**src/hw/rtl/pbc_pkg.sv**
```systemverilog
// types and constants shared by the particle boundary classifier
package pbc_pkg;

    localparam int unsigned COORD_W = 32;
    localparam int unsigned DIR_W   = 4;
    localparam int unsigned IDX_W   = 16;
    localparam int unsigned COUNT_W = 17;
    localparam int unsigned MASK_W  = 8;
    localparam int unsigned NDIR    = 8;
    localparam int unsigned DSEL_W  = 3;
    localparam int unsigned CFG_IDX_W  = 3;
    localparam int unsigned CFG_DATA_W = 32;

    // direction codes
    localparam logic [DIR_W-1:0] DIR_XLO      = 4'd0;
    localparam logic [DIR_W-1:0] DIR_XHI      = 4'd1;
    localparam logic [DIR_W-1:0] DIR_YLO      = 4'd2;
    localparam logic [DIR_W-1:0] DIR_YHI      = 4'd3;
    localparam logic [DIR_W-1:0] DIR_XLO_YLO  = 4'd4;
    localparam logic [DIR_W-1:0] DIR_XHI_YLO  = 4'd5;
    localparam logic [DIR_W-1:0] DIR_XLO_YHI  = 4'd6;
    localparam logic [DIR_W-1:0] DIR_XHI_YHI  = 4'd7;
    localparam logic [DIR_W-1:0] DIR_STAY     = 4'd8;

    localparam logic [DSEL_W-1:0] DSEL_LAST   = 3'd7;

    // result kinds
    localparam logic KIND_CLASS  = 1'b0;
    localparam logic KIND_REPORT = 1'b1;

    // register indexes
    localparam logic [CFG_IDX_W-1:0] REG_BOX_X_LOW  = 3'd0;
    localparam logic [CFG_IDX_W-1:0] REG_BOX_X_HIGH = 3'd1;
    localparam logic [CFG_IDX_W-1:0] REG_BOX_Y_LOW  = 3'd2;
    localparam logic [CFG_IDX_W-1:0] REG_BOX_Y_HIGH = 3'd3;
    localparam logic [CFG_IDX_W-1:0] REG_LIST_MASK  = 3'd4;

    localparam logic [COUNT_W-1:0] COUNT_MAX = 17'h1FFFF;

    typedef struct packed {
        logic signed [COORD_W-1:0] pos_x;
        logic signed [COORD_W-1:0] pos_y;
        logic                      is_dead_flag;
        logic                      last_particle;
    } pbc_in_t;

    typedef struct packed {
        logic               kind;
        logic [DIR_W-1:0]   direction;
        logic [IDX_W-1:0]   particle_index;
        logic [IDX_W-1:0]   slot;
        logic               store;
        logic [COUNT_W-1:0] count;
        logic               last_of_run;
    } pbc_out_t;

    // classified request passed from front to back
    typedef struct packed {
        logic [DIR_W-1:0] direction;
        logic [IDX_W-1:0] particle_index;
        logic             last;
    } pbc_cmd_t;

endpackage

```
**src/hw/rtl/pbc_front.sv**
```systemverilog
// front end: configuration registers, particle position counter and box classification
module pbc_front
    import pbc_pkg::*;
#(
    parameter int unsigned MAX_PARTICLES = 65536
)
(
    input  logic                  clk,
    input  logic                  rst_n,
    input  logic                  cfg_write,
    input  logic [CFG_IDX_W-1:0]  cfg_index,
    input  logic [CFG_DATA_W-1:0] cfg_data,
    input  logic                  particle_valid,
    input  pbc_in_t               particle,
    input  logic                  queue_full,
    output logic                  push,
    output pbc_cmd_t              cmd,
    output logic [MASK_W-1:0]     list_enable_mask
);

    localparam int unsigned PCNT_W = $clog2(MAX_PARTICLES);
    localparam logic [PCNT_W:0] PCNT_LIMIT = (PCNT_W + 1)'(MAX_PARTICLES);

    logic signed [COORD_W-1:0] box_x_low_reg;
    logic signed [COORD_W-1:0] box_x_high_reg;
    logic signed [COORD_W-1:0] box_y_low_reg;
    logic signed [COORD_W-1:0] box_y_high_reg;
    logic [MASK_W-1:0]         mask_reg;
    logic [PCNT_W-1:0]         pcnt_reg;
    logic [PCNT_W-1:0]         pcnt_next;
    logic [PCNT_W:0]           pcnt_inc;
    logic signed [COORD_W-1:0] px;
    logic signed [COORD_W-1:0] py;
    logic                      xl;
    logic                      xh;
    logic [DIR_W-1:0]          dir;

    assign px = particle.pos_x;
    assign py = particle.pos_y;
    assign xl = px < box_x_low_reg;
    assign xh = px > box_x_high_reg;

    always_comb
    begin
        if (particle.is_dead_flag)
            dir = DIR_STAY;
        else if (py < box_y_low_reg)
            dir = xl ? DIR_XLO_YLO : (xh ? DIR_XHI_YLO : DIR_YLO);
        else if (py > box_y_high_reg)
            dir = xl ? DIR_XLO_YHI : (xh ? DIR_XHI_YHI : DIR_YHI);
        else if (xl)
            dir = DIR_XLO;
        else if (xh)
            dir = DIR_XHI;
        else
            dir = DIR_STAY;
    end

    assign push = particle_valid && !queue_full;

    assign cmd.direction      = dir;
    assign cmd.particle_index = IDX_W'(pcnt_reg);
    assign cmd.last           = particle.last_particle;

    assign pcnt_inc = {1'b0, pcnt_reg} + (PCNT_W + 1)'(1);

    always_comb
    begin
        pcnt_next = pcnt_reg;
        if (push)
        begin
            if (particle.last_particle || pcnt_inc >= PCNT_LIMIT)
                pcnt_next = '0;
            else
                pcnt_next = pcnt_inc[PCNT_W-1:0];
        end
    end

    always_ff @(posedge clk or negedge rst_n)
    begin
        if (!rst_n)
            pcnt_reg <= '0;
        else
            pcnt_reg <= pcnt_next;
    end

    always_ff @(posedge clk or negedge rst_n)
    begin
        if (!rst_n)
        begin
            box_x_low_reg  <= '0;
            box_x_high_reg <= '0;
            box_y_low_reg  <= '0;
            box_y_high_reg <= '0;
            mask_reg       <= '1;
        end
        else if (cfg_write)
        begin
            unique case (cfg_index)
                REG_BOX_X_LOW:  box_x_low_reg  <= cfg_data;
                REG_BOX_X_HIGH: box_x_high_reg <= cfg_data;
                REG_BOX_Y_LOW:  box_y_low_reg  <= cfg_data;
                REG_BOX_Y_HIGH: box_y_high_reg <= cfg_data;
                REG_LIST_MASK:  mask_reg       <= cfg_data[MASK_W-1:0];
                default: ;
            endcase
        end
    end

    assign list_enable_mask = mask_reg;

endmodule

```
**src/hw/rtl/pbc_queue.sv**
```systemverilog
// small fifo of classified requests between front and back
module pbc_queue
    import pbc_pkg::*;
#(
    parameter int unsigned DEPTH = 4
)
(
    input  logic     clk,
    input  logic     rst_n,
    input  logic     push,
    input  pbc_cmd_t push_cmd,
    input  logic     pop,
    output pbc_cmd_t head,
    output logic     empty,
    output logic     full
);

    localparam int unsigned PTR_W = (DEPTH > 1) ? $clog2(DEPTH) : 1;
    localparam int unsigned CNT_W = $clog2(DEPTH + 1);
    localparam logic [PTR_W-1:0] PTR_LAST = PTR_W'(DEPTH - 1);
    localparam logic [CNT_W-1:0] CNT_FULL = CNT_W'(DEPTH);

    pbc_cmd_t          entries_reg [DEPTH];
    logic [PTR_W-1:0]  wr_ptr_reg;
    logic [PTR_W-1:0]  rd_ptr_reg;
    logic [CNT_W-1:0]  cnt_reg;
    logic              do_push;
    logic              do_pop;

    assign empty   = cnt_reg == '0;
    assign full    = cnt_reg == CNT_FULL;
    assign do_push = push && !full;
    assign do_pop  = pop && !empty;
    assign head    = entries_reg[rd_ptr_reg];

    always_ff @(posedge clk)
    begin
        if (do_push)
            entries_reg[wr_ptr_reg] <= push_cmd;
    end

    always_ff @(posedge clk or negedge rst_n)
    begin
        if (!rst_n)
        begin
            wr_ptr_reg <= '0;
            rd_ptr_reg <= '0;
            cnt_reg    <= '0;
        end
        else
        begin
            if (do_push)
                wr_ptr_reg <= (wr_ptr_reg == PTR_LAST) ? '0 : wr_ptr_reg + PTR_W'(1);
            if (do_pop)
                rd_ptr_reg <= (rd_ptr_reg == PTR_LAST) ? '0 : rd_ptr_reg + PTR_W'(1);
            if (do_push && !do_pop)
                cnt_reg <= cnt_reg + CNT_W'(1);
            else if (do_pop && !do_push)
                cnt_reg <= cnt_reg - CNT_W'(1);
        end
    end

endmodule

```
**src/hw/rtl/pbc_back.sv**
```systemverilog
// back end: direction counters, count reports and the result register
module pbc_back
    import pbc_pkg::*;
(
    input  logic              clk,
    input  logic              rst_n,
    input  pbc_cmd_t          head,
    input  logic              empty,
    input  logic [MASK_W-1:0] list_enable_mask,
    output logic              pop,
    output logic              result_valid,
    input  logic              result_stall,
    output pbc_out_t          result
);

    typedef enum logic {
        ST_CLASS,
        ST_REPORT
    } state_t;

    state_t              state_reg;
    state_t              state_next;
    logic [DSEL_W-1:0]   rep_reg;
    logic [DSEL_W-1:0]   rep_next;
    logic [COUNT_W-1:0]  counts_reg [NDIR];
    logic [COUNT_W-1:0]  counts_next [NDIR];
    logic                valid_reg;
    logic                valid_next;
    pbc_out_t            result_reg;
    pbc_out_t            result_next;
    logic                load;
    logic [DSEL_W-1:0]   dsel;
    logic [COUNT_W-1:0]  cur_count;

    // result register may be refilled when empty or being taken
    assign load      = !valid_reg || !result_stall;
    assign dsel      = head.direction[DSEL_W-1:0];
    assign cur_count = counts_reg[(state_reg == ST_REPORT) ? rep_reg : dsel];

    always_comb
    begin
        state_next  = state_reg;
        rep_next    = rep_reg;
        counts_next = counts_reg;
        valid_next  = valid_reg;
        result_next = result_reg;
        pop         = 1'b0;
        if (load)
        begin
            valid_next = 1'b0;
            unique case (state_reg)
                ST_REPORT:
                begin
                    valid_next                 = 1'b1;
                    result_next                = '0;
                    result_next.kind           = KIND_REPORT;
                    result_next.direction      = {1'b0, rep_reg};
                    result_next.count          = cur_count;
                    result_next.last_of_run    = rep_reg == DSEL_LAST;
                    counts_next[rep_reg]       = '0;
                    rep_next                   = rep_reg + DSEL_W'(1);
                    if (rep_reg == DSEL_LAST)
                        state_next = ST_CLASS;
                end
                ST_CLASS:
                begin
                    if (!empty)
                    begin
                        pop                        = 1'b1;
                        valid_next                 = 1'b1;
                        result_next                = '0;
                        result_next.kind           = KIND_CLASS;
                        result_next.direction      = head.direction;
                        result_next.particle_index = head.particle_index;
                        result_next.last_of_run    = !head.last;
                        // stay or dead leaves the counters alone
                        if (head.direction != DIR_STAY)
                        begin
                            result_next.slot  = cur_count[IDX_W-1:0];
                            result_next.store = list_enable_mask[dsel];
                            if (cur_count != COUNT_MAX)
                                counts_next[dsel] = cur_count + COUNT_W'(1);
                        end
                        if (head.last)
                        begin
                            state_next = ST_REPORT;
                            rep_next   = '0;
                        end
                    end
                end
                default: ;
            endcase
        end
    end

    always_ff @(posedge clk or negedge rst_n)
    begin
        if (!rst_n)
        begin
            state_reg  <= ST_CLASS;
            rep_reg    <= '0;
            valid_reg  <= 1'b0;
            for (int i = 0; i < NDIR; i++)
                counts_reg[i] <= '0;
        end
        else
        begin
            state_reg  <= state_next;
            rep_reg    <= rep_next;
            valid_reg  <= valid_next;
            counts_reg <= counts_next;
        end
    end

    always_ff @(posedge clk)
    begin
        result_reg <= result_next;
    end

    assign result_valid = valid_reg;
    assign result       = result_reg;

endmodule

```
**src/hw/rtl/particle_boundary_classifier.sv**
```systemverilog
// top level of the particle boundary classifier
//
// particles enter on particle/particle_valid/particle_stall; a request is taken at a
// clock edge with particle_valid high and particle_stall low. each live particle is
// binned against the box (strict signed compares, y first) into one of eight
// neighbour directions or "stays", and gets a slot from that direction's counter.
// results leave on result/result_valid/result_stall under the same rule.
// a taken request is queued, then popped into the result register. throughput: one
// particle per cycle while particle_stall is low; a particle with last_particle set
// occupies the back end for its classification plus eight count reports that clear
// the counters; the particle position returns to zero when that particle is taken.
// a request queue of QUEUE_DEPTH entries sits between the classifying front end and
// the counting back end; particle_stall rises only when that queue is full, so a
// stalled receiver holds the result register and backs up through the queue.
// registers are written via cfg_write/cfg_index/cfg_data; the user must do so while
// the block is idle, unenforced; reset zeroes box and counters, enables all lists.
module particle_boundary_classifier
    import pbc_pkg::*;
#(
    parameter int unsigned MAX_PARTICLES = 65536,
    parameter int unsigned QUEUE_DEPTH   = 4
)
(
    input  logic                  clk,
    input  logic                  rst_n,
    input  logic                  cfg_write,
    input  logic [CFG_IDX_W-1:0]  cfg_index,
    input  logic [CFG_DATA_W-1:0] cfg_data,
    input  logic                  particle_valid,
    output logic                  particle_stall,
    input  pbc_in_t               particle,
    output logic                  result_valid,
    input  logic                  result_stall,
    output pbc_out_t              result
);

    logic              push;
    logic              pop;
    logic              empty;
    logic              full;
    pbc_cmd_t          push_cmd;
    pbc_cmd_t          head;
    logic [MASK_W-1:0] list_enable_mask;

    assign particle_stall = full;

    pbc_front #(
        .MAX_PARTICLES (MAX_PARTICLES)
    ) u_front (
        .clk              (clk),
        .rst_n            (rst_n),
        .cfg_write        (cfg_write),
        .cfg_index        (cfg_index),
        .cfg_data         (cfg_data),
        .particle_valid   (particle_valid),
        .particle         (particle),
        .queue_full       (full),
        .push             (push),
        .cmd              (push_cmd),
        .list_enable_mask (list_enable_mask)
    );

    pbc_queue #(
        .DEPTH (QUEUE_DEPTH)
    ) u_queue (
        .clk      (clk),
        .rst_n    (rst_n),
        .push     (push),
        .push_cmd (push_cmd),
        .pop      (pop),
        .head     (head),
        .empty    (empty),
        .full     (full)
    );

    pbc_back u_back (
        .clk              (clk),
        .rst_n            (rst_n),
        .head             (head),
        .empty            (empty),
        .list_enable_mask (list_enable_mask),
        .pop              (pop),
        .result_valid     (result_valid),
        .result_stall     (result_stall),
        .result           (result)
    );

endmodule
```
**config.mk**
```make
export PLATFORM = sky130hd
export DESIGN_NAME = particle_boundary_classifier
export DESIGN_NICKNAME = d
export VERILOG_FILES = /design/src/hw/rtl/pbc_pkg.sv /design/src/hw/rtl/pbc_front.sv /design/src/hw/rtl/pbc_queue.sv /design/src/hw/rtl/pbc_back.sv /design/src/hw/rtl/particle_boundary_classifier.sv
export SDC_FILE = /design/constraint.sdc
export NUM_CORES = 1
export LEC_CHECK = 0
export BUFFER_PORTS_ARGS = -buffer_cell sky130_fd_sc_hd__buf_4
export CORE_ASPECT_RATIO = 1.5
export CORE_UTILIZATION = 50
export DETAILED_ROUTE_END_ITERATION = 8
export HOLD_SLACK_MARGIN = 0.12
export PLACE_DENSITY = 0.68
export SYNTH_ARGS = -nofsm -noshare
export SYNTH_HDL_FRONTEND = slang
export SYNTH_SLANG_ARGS = --single-unit
```
**constraint.sdc**
```tcl
create_clock -name clk -period 8.51 [get_ports clk]
set_clock_uncertainty 0.15 [all_clocks]
set_input_delay 0.851 -clock clk [delete_from_list [all_inputs] [get_ports clk]]
set_output_delay 0.851 -clock clk [all_outputs]
set_load 0.01 [all_outputs]
```
; Yosys cells after proc, flatten, opt, wreduce, memory -nomap -nowiden
; Memory sizes are Yosys's and may differ from the RTL's.
; Cells that the tools add are included.
[op_classes]
add_sub_neg = 7
magnitude_cmp = 11
eq_ne = 14
muxes = 45
bitwise_logic = 6
reduce_logical = 27
[ops]
columns = operator, n
row1 = 2-to-1 mux 136 bit, 3
row2 = one-hot mux 136 bit (2 select lines), 1
row3 = AND 136 bit, 1
row4 = bitwise mux 136 bit, 1
row5 = inverter 136 bit, 1
row6 = one-hot mux 56 bit (2 select lines), 1
row7 = demux 17 bit (select 3 bit), 2
row8 = 2-to-1 mux 17 bit, 5
row9 = greater-than comparator 32 bit, 2
row10 = < comparator 32 bit, 2
row11 = 2-to-1 mux 56 bit, 1
row12 = binary-select mux 17 bit (select 3 bit), 1
row13 = 2-to-1 mux 4 bit, 7
row14 = 2-to-1 mux 3 bit, 7
row15 = "adder 16 x 1 -> 17 bit, second input constant", 1
row16 = "adder 17 x 1 -> 17 bit, second input constant", 1
row17 = ">= comparator 17 bit, second input constant", 1
row18 = "!= test 17 bit, second input constant", 1
row19 = 2-to-1 mux 16 bit, 1
row20 = ">= comparator 4 bit, second input constant", 3
row21 = inverter 3 -> 4 bit, 3
row22 = AND reduction 2 bit, 6
row23 = "equality test 3 bit, second input constant", 3
row24 = 2-to-1 mux 1 bit, 9
row25 = 23 further kinds, 46
[word_totals]
regBits = 356
mem_bits_rw = 84
output_inout_bits = 58
elab_cells = 138
mem_count = 1
[mem_list]
columns = name, depth, width, read_ports, rd_clocked_by_memory_dff, write_ports, line_no
row1 = u_queue.entries_reg, 4, 21, 1, 0, 1, pbc_queue.sv:23  ; pbc_cmd_t entries_reg [DEPTH];

; Logic depth before layout (Yosys ltp)
; Gate-level depths: netlist of the first run.
; An unclocked memory read counts as a cell.
[logic_depth]
depth_word = 12
mapped_depth = 22

; Cells and area by module
; A second synthesis of the first run with hierarchy kept.
[hier_totals]
hier_cells = 1995
area_unflattened_um2 = 21802.2
[modules_own_cells]
columns = module, n_inst, cells_each, area_per_inst_um2, seq_area_each_um2
row1 = pbc_back, 1, 912, 9429.0, 5210.0
row2 = pbc_front, 1, 936, 8877.3, 3813.7
row3 = pbc_queue, 1, 147, 3495.9, 2697.6

; Least setup slack after synthesis of the first run
; No wires, ideal clock.
[synth_path]
kind = reg-to-reg
startpoint = register u_queue.rd_ptr_reg[0]
endpoint = register u_back.counts_reg[66] (netlist bit)
setup_ns = 0.095
arrival_time_ns = 4.166
t_required_ns = 8.265
path_slack_ns = 4.099
stages_incl_launch_ff = 20
path_cell_list = dfrtp_1 buf_6 mux4_2 buf_4 nand2_1 a211oi_1 a221oi_1 a32o_1 clkbuf_1 ha_1 nand3_1 nor4_1 ha_1 or3_1 clkbuf_1 nand2_1 o21ai_1 clkbuf_1 nand2_1 o31ai_1
[synth_via]
elab_chain_len = 12
elab_cells_between_ends = 23
classes_between = add/sub: 1 / order compare: 2 / eq/ne: 4 / mux: 11 / bitwise: 2 / reduce/logical: 2 / memory: 1
[synth_rtl]
columns = item, line_no
row1 = from (decl), pbc_queue.sv:25  ; logic [PTR_W-1:0] rd_ptr_reg;
row2 = from (signal assigned), pbc_queue.sv:55  ; rd_ptr_reg <= (rd_ptr_reg == PTR_LAST) ? '0 : rd_ptr_reg + PTR_W'(1);
row3 = memory read (4 x 21 bit) *, -
row4 = 2-to-1 mux 3 bit *, pbc_back.sv:38  ; assign cur_count = counts_reg[(state_reg == ST_REPORT) ? rep_reg : dsel];
row5 = inverter 3 -> 4 bit *, pbc_back.sv:38
row6 = binary-select mux 17 bit (select 3 bit) *, pbc_back.sv:38
row7 = 2-to-1 mux 17 bit * (2 in a row), pbc_back.sv:38
row8 = via u_back.cur_count[0], pbc_back.sv:33  ; logic [COUNT_W-1:0] cur_count;
row9 = adder 17 x 1 -> 17 bit, pbc_back.sv:82  ; counts_next[dsel] = cur_count + COUNT_W'(1);
row10 = bitwise mux 136 bit, pbc_back.sv:82
row11 = 2-to-1 mux 136 bit, pbc_back.sv:81  ; if (cur_count != COUNT_MAX)
row12 = 2-to-1 mux 136 bit, pbc_back.sv:77  ; if (head.direction != DIR_STAY)
row13 = 2-to-1 mux 136 bit, pbc_back.sv:67  ; if (!empty)
row14 = one-hot mux 136 bit (2 select lines), pbc_back.sv:51  ; unique case (state_reg)
row15 = to (signal assigned), pbc_back.sv:111  ; counts_reg <= counts_next;
row16 = to (decl), pbc_back.sv:25  ; logic [COUNT_W-1:0] counts_reg [NDIR];
; The timed path passes the listed nets; every way through them passes the cells marked *. The select of a mux whose other input is x is not followed.
; A chain may end at the register's enable or synchronous reset.

; Worst setup path in the final report of the first run
[layout_path]
startpoint = register u_queue.rd_ptr_reg[1]
endpoint = register u_back.counts_reg[33] (netlist bit)
[layout_via]
elab_chain_len = 12
elab_cells_between_ends = 23
classes_between = add/sub: 1 / order compare: 2 / eq/ne: 4 / mux: 11 / bitwise: 2 / reduce/logical: 2 / memory: 1
[layout_rtl]
columns = item, line_no
row1 = memory read (4 x 21 bit) *, -
row2 = 2-to-1 mux 3 bit, pbc_back.sv:38
row3 = inverter 3 -> 4 bit, pbc_back.sv:38
row4 = binary-select mux 17 bit (select 3 bit), pbc_back.sv:38
row5 = 2-to-1 mux 17 bit (2 in a row), pbc_back.sv:38
row6 = adder 17 x 1 -> 17 bit, pbc_back.sv:82
row7 = bitwise mux 136 bit, pbc_back.sv:82
row8 = 2-to-1 mux 136 bit, pbc_back.sv:81
row9 = 2-to-1 mux 136 bit, pbc_back.sv:77
row10 = 2-to-1 mux 136 bit, pbc_back.sv:67
row11 = one-hot mux 136 bit (2 select lines), pbc_back.sv:51
; Mark *: on every way between the ends. The rest lies on a longest branch, timed or not. The select of a mux whose other input is x is not followed.

==> flow_summary.ini, run 1 <==
[outcome]
status = completed

[grt]
grt_pass1_wl_um = 95300
antenna_found_initial = 4
grt_pass1_vias = 16971
grt_max_degree = 104
grt_usage = 0.272
grt-ovfl-total = 0

[power_and_ir_drop]
leakagePower_nw = 11.1
p_per_area_mw_per_mm2 = 331
p_int_w = 0.00509
clockPowerShare = 0.237
ir_worst_vdd_v = 0.000196
power_frac_seq = 0.363
switching_power_w = 0.00336
p_comb_frac = 0.399
switching_share = 0.398

[logic_synthesis]
synth_edf_count = 140
yosysMostFrequentCell = nand2_1
yosysWarnings = 0
synth_cells = 2030
synth_top_area_cell = dfrtp_1
synth_nets = 2274
ys_seq_area_frac = 0.525
synthTopCellsByArea = dfrtp_1, edfxtp_1, ha_1
yosysTopAreaCellShare = 0.327
synth_common_cells = nand2_1, dfrtp_1, o21ai_0
synth_area_mm2 = 0.0223
async_reset_ff_frac = 0.682
ys_types = 95
yosys_register_bits = 440
synth_area_per_cell_um2 = 11.0
yosys_most_used_dff = dfrtp_1

[sta]
worstMarginPinSlew_ns = 1.28
min_period_over_period = 0.805
rsz0062_at_grt = no
final_max_slew_viol_count = 0
timing.slew.headroom = 0.138
clock.fmax_mhz = 146
hold_violations = 0
finalSetupTns_ns = 0
fin_crit_ns = 6.85
setup_viol = 0

[clock_network]
cts_buffers = 44
clk_pin_slew_ns = 0.07
cts_tree = done
cts_buffer_depth = 3
clkLatencyLatePin_ns = 0.57
ctsHtreeMaxLevel = 2
ctsResizeCount = 0
root_buffer = clkbuf_16
cts.sinks = 440
post_cts_buffers = 0
ctsHoldBuffers = 0

[critical_path]
crit_family = simple AND/OR/NAND/NOR gates
crit_buf_inv = 1
arrival_ns = 7.16
setup.worst_path.start_class = register
crit_slowest_cell = dfrtp_1
worstSetupPathType = register to register
end_kind = register
critPathMaxFanout = 27
max_stage_delay_ns = 1.18
worst_path_most_repeated_cell = nand2_1
crit_chain = mux4_2, mux2i_4, inv_2, o211ai_1, a21oi_1, o31ai_1, nand3b_4, or2_1, nor4_1, ha_1, or3_1, nand2_1, nand2_1, a22o_1
critPathRequiredTime_ns = 8.82

[route]
vias_per_cell = 5.91
dr.pass1.iters = 5
wl_per_cell_um = 22.0
antenna_left = 0
via_count = 16446
wl_um = 61200
detail_route.drc_violations = 0
drt-initial-drc-count = 1224

[final_layout]
fillCellCount = 3741
largest_reg_flops = 136
register_area_mm2 = 0.0117
final_nets = 2410
synthToLayoutAreaGrowth_pct = 14.3
postLayoutCoreUtil = 0.580
drive_above_1_share = 0.181
multi_input_comb_area_mm2 = 0.00962

[floorplan]
initial_core_util = 0.507
fp.dieH_um = 261
coreArea_mm2 = 0.0440
ios = 164
num_rows = 94
fp.dieW_um = 175
dieArea_mm2 = 0.0455

[placement]
gp_congestion = 0.932
port_buffers = 163
post-dp-hpwl_um = 42900

[job]
drv_cap = 0

[worst_hold_path]
min_path_type = primary input to asynchronous set/reset pin
[area by class of cell]
class                      instances  area share
antenna                            4    0.000392
multi-input combinational       1348       0.377
sequential                       440       0.460
inverter                         152      0.0224
clock buffer                      65      0.0519
tap                              576      0.0283
timing repair buffer             180      0.0533
clock inverter                    17     0.00706
[metal layers]
metal,up-vias,share of wire,global-route usage
met5,-,0,0
met4,0,0.051,0.145
met3,160,0.055,0.0392
met2,538,0.53,0.494
met1,8202,0.37,0.308
li1,7546,-,-
[final timing paths]
| path | start | end | slack (ns) | depth (start not counted) |
|---|---|---|---|---|
| worst min-delay path | rst_n | u_front.box_y_low_reg[1]$_DFFE_PN0P_ | 0.16 | 1 |
| min in group clk | u_back.counts_reg[83]$_DFFE_PN0P_ | u_back.counts_reg[83]$_DFFE_PN0P_ | 0.33 | 2 |
| worst max-delay path | u_queue.rd_ptr_reg[1]$_DFFE_PN0P_ | u_back.counts_reg[33]$_DFFE_PN0P_ | 1.66 | 14 |
| worst min register to register | u_back.counts_reg[83]$_DFFE_PN0P_ | u_back.counts_reg[83]$_DFFE_PN0P_ | 0.33 | 2 |
| worst max register to register | u_queue.rd_ptr_reg[1]$_DFFE_PN0P_ | u_back.counts_reg[33]$_DFFE_PN0P_ | 1.66 | 14 |
| max in group asynchronous | rst_n | u_back.counts_reg[106]$_DFFE_PN0P_ | 6.56 | 2 |
[power groups by stage]
stage | Sequential [W] | Clock, W | Combinational, W
floorplan | 0.00301 | 0 | 0.00223
global placement | 0.00308 | 0 | 0.00328
detailed placement | 0.00310 | 0 | 0.00334
CTS | 0.00307 | 0.00203 | 0.00336
global route | 0.00312 | 0.00211 | 0.00363
finish | 0.00307 | 0.00201 | 0.00338
[per-stage QoR]
stage          power (W)  std cells  hold WS [ns]  instance area [µm²]  setup slack (ns)
6_report         0.00845       2782         0.162                25500              1.66
5_1_grt          0.00887       2782         0.229                25500              1.24
4_1_cts          0.00846       2778         0.222                25500              1.79
3_5_place_dp     0.00644       2696         0.316                24000              1.82
3_3_place_gp     0.00636       2696         0.306                24000              1.95
2_1_floorplan    0.00524       2030         0.294                22300              4.10
[cells by family (layout without fill, tap and decap cells)]
family                     Yosys count  in the layout  synth area share
other                                0              4                 0
adders and majority gates          138            138            0.0777
buffers and inverters              242            414            0.0443
muxes                              114            114            0.0747
xor gates and xnor gates            25             25            0.0112
and+or+nand+nor                    557            557             0.116
DFF                                440            440             0.525
AOI/OAI and AO/OA                  514            514             0.151
[cell usage in the layout, fill, tap and decap left out, drive strengths merged, types with 13 or more instances in the layout]
cell type and n:
o211ai 15, a31oi 13, nor2 92, and2 40, nand4 21, nand3 27
clkbuf 65, nor3 16, o21ai 237, inv 154, mux4 35, dfrtp 292
a21o 45, edfxtp 140, mux2 51, a22o 37, a21oi 53, mux2i 28
o31ai 14, clkinv 13, ha 137, nand2 296, buf 180, xor2 14
Power figures use the tool's default switching activity.
==> inputs of run 2 (changes only) <==
--- a/config.mk
+++ b/config.mk
@@ -5,6 +5,7 @@
 export SDC_FILE = /design/constraint.sdc
 export NUM_CORES = 1
 export LEC_CHECK = 0
+export ABC_AREA = 1
 export BUFFER_PORTS_ARGS = -buffer_cell sky130_fd_sc_hd__buf_4
 export CORE_ASPECT_RATIO = 1.5
 export CORE_UTILIZATION = 50
==> constraint.sdc (replaced) <==
create_clock -name clk -period 6.7 [get_ports clk]
set_clock_uncertainty 0.15 [all_clocks]
set_input_delay 0.67 -clock clk [delete_from_list [all_inputs] [get_ports clk]]
set_output_delay 0.67 -clock clk [all_outputs]
set_load 0.01 [all_outputs]
==> run 2 against run 1 <==
Net effect:
- register-to-register slack got worse by 0.86 ns
- global-route usage rose by 1.6 points
- sequential power rose by 37%
- hold slack improved by 0.045 ns
- combinational power rose by 62%
- flip-flop and latch count did not move
- sequential share of layout area rose by 0.15 points
- die area fell by 0.14%
- first-iteration DRC count rose by 4.5%
- synthesized cell count rose by 24%
- non-clock buffer count rose by 1
- highest routed layer unchanged
==> flow_summary.ini, run 2 <==
[outcome]
status = completed

[critical_path]
crit_slowest_cell = dfrtp_1
critPathRequiredTime_ns = 6.97
worstSetupPathType = register to register
critPathMaxFanout = 71
max_stage_delay_ns = 0.89
crit_buf_inv = 2
crit_chain = inv_2, nand3_2, nand3_4, nand2_4, nand2_1, nand3_1, nand2_1, nand2_1, nand2_4, ha_1, nand3_1, inv_1, nand4_1, nor4_1, ha_1, nor3_4, nand4_1, o22ai_1
worst_path_most_repeated_cell = nand2_1
end_kind = register
setup.worst_path.start_class = register
arrival_ns = 6.18
crit_family = simple AND/OR/NAND/NOR gates

[power_and_ir_drop]
leakagePower_nw = 11.8
p_per_area_mw_per_mm2 = 481
ir_worst_vdd_v = 0.000339

[placement]
place_ws_ns = 0.811
gp_congestion = 0.974
post-dp-hpwl_um = 46500
port_buffers = 163

[route]
wl_um = 64200
wl_per_cell_um = 19.7
vias_per_cell = 5.58
detail_route.drc_violations = 0
via_count = 18166
dr.pass1.iters = 6
drt-initial-drc-count = 1279
antenna_left = 0

[floorplan]
initial_core_util = 0.508
coreArea_mm2 = 0.0439
ios = 164
dieArea_mm2 = 0.0454
fp.dieW_um = 174
fp.dieH_um = 261
num_rows = 94

[logic_synthesis]
async_reset_ff_frac = 0.682
synth_edf_count = 140
synth_nets = 2756
synthTopCellsByArea = dfrtp_1, edfxtp_1, nand2_1
synth_area_per_cell_um2 = 8.87
yosys_most_used_dff = dfrtp_1
ys_seq_area_frac = 0.526
synth_area_mm2 = 0.0223
synth_common_cells = nand2_1, dfrtp_1, inv_1
yosysWarnings = 0
yosysMostFrequentCell = nand2_1
yosys_register_bits = 440
synth_cells = 2512
synth_top_area_cell = dfrtp_1
yosysTopAreaCellShare = 0.328
ys_types = 55

[sta]
finalSetupTns_ns = 0
timing.slew.headroom = 0.150
rsz0062_at_grt = no
hold_violations = 0
final_max_slew_viol_count = 0
setup_viol = 0
fin_crit_ns = 5.91
worstMarginPinSlew_ns = 1.27
min_period_over_period = 0.882
clock.fmax_mhz = 169
worst_slack_ns = 0.793

[clock_network]
cts.sinks = 440
clkLatencyLatePin_ns = 0.57
cts_buffer_depth = 3
ctsResizeCount = 0
ctsHtreeMaxLevel = 2
cts_buffers = 44
clk_pin_slew_ns = 0.06
root_buffer = clkbuf_16
cts_tree = done

[grt]
gr-usage-met2 = 0.526
antenna_found_initial = 2
grt_max_degree = 188
grt_use_met1 = 0.308
busiest_layer = met2
met3_usage = 0.0427
grt_pass1_wl_um = 101000
grt-ovfl-total = 0
grt_usage = 0.288
grt_pass1_vias = 18539

[worst_hold_path]
min_path_type = primary input to register

[final_layout]
layout_commonest_cell = nand2_1
drive_above_1_share = 0.119
layout_common_cells = nand2_1, dfrtp_1, inv_1
final_nets = 2886
multi_input_comb_area_mm2 = 0.00897
fillCellCount = 3897
largest_reg_flops = 136
synthToLayoutAreaGrowth_pct = 14.1
register_area_mm2 = 0.0117

[job]
drv_cap = 0
-- run 2: cell count changes in the layout (fill, tap and decap cells not counted), sizes merged, moves of 45 or more --
cell   change
nand2    +277
nand3    +155
inv      +146
nor2      +98
a21oi     +86
o21ai     +83
mux2      -50
a21o      -45
-- run 2: where the power goes --
group / switching (W) / leakage, nW / internal, W / total, W
combinational: 0.00391 / 5.82 / 0.00155 / 0.00546
clock: 0.00104 / 0.737 / 0.00153 / 0.00257
sequential: 0.000508 / 5.27 / 0.00370 / 0.00421
total: 0.00546 / 11.8 / 0.00678 / 0.0122
-- run 2: cell type report --
class	count	share of cell area
diodes	2	0.000197
repair buffers	181	0.0543
clock buffers	67	0.0510
flip-flops and latches	440	0.461
clock inverters	13	0.00812
multi-input cells	1676	0.353
well taps	576	0.0283
inverters	299	0.0442
-- run 2: path summary, 6_finish.rpt --
kind,from,end,slack [ns],cells past startpoint
min in group asynchronous,rst_n,u_front.box_y_high_reg[9]$_DFFE_PN0P_,0.59,2
min,particle[0],u_queue.entries_reg[2][0]$_DFFE_PP_,0.21,1
max in group asynchronous,rst_n,u_back.result_valid$_DFFE_PN0N_,4.27,3
min reg2reg,u_front.box_y_high_reg[24]$_DFFE_PN0P_,u_front.box_y_high_reg[24]$_DFFE_PN0P_,0.33,2
max reg2reg,u_queue.rd_ptr_reg[1]$_DFFE_PN0P_,u_back.counts_reg[119]$_DFFE_PN0P_,0.79,18
max,u_queue.rd_ptr_reg[1]$_DFFE_PN0P_,u_back.counts_reg[119]$_DFFE_PN0P_,0.79,18
-- run 2: kinds of logic after synthesis --
kind of cell             Yosys count  synth area share
multiplexers                       1          0.000505
AND/OR/NAND/NOR                  999             0.191
flip-flops                       440             0.526
XOR/XNOR                           6           0.00354
adder cells (fa/ha/maj)          138            0.0778
AO/OA/AOI/OAI                    532             0.129
buffers and inverters            396            0.0725
-- run 2: timing repair --
| item | 4_1_cts | 5_1_grt |
|---|---|---|
| hold buffers | 1 | 0 |
| setup buffers | 0 | 0 |
| hold endpoints to repair | 67 | 0 |
-- run 2: metrics by stage --
step | utilization | cells | total power (W) | hold slack (ns) | instance area [µm²]
floorplan | - | 2512 | 0.00757 | 0.224 | 22300
global placement | 0.545 | 3171 | 0.00951 | 0.315 | 23900
detailed placement | 0.545 | 3171 | 0.00962 | 0.323 | 23900
CTS | 0.579 | 3252 | 0.0122 | 0.184 | 25400
global route | 0.580 | 3254 | 0.0130 | 0.192 | 25400
finish | 0.580 | 3254 | 0.0122 | 0.207 | 25400
-- run 2: routing by layer --
| metal | vias up | routed length, µm |
|---|---|---|
| li1 | 8632 | - |
| met1 | 8736 | 23200 |
| met2 | 580 | 33200 |
| met3 | 218 | 3040 |
| met4 | 0 | 4710 |
| met5 | - | 0 |
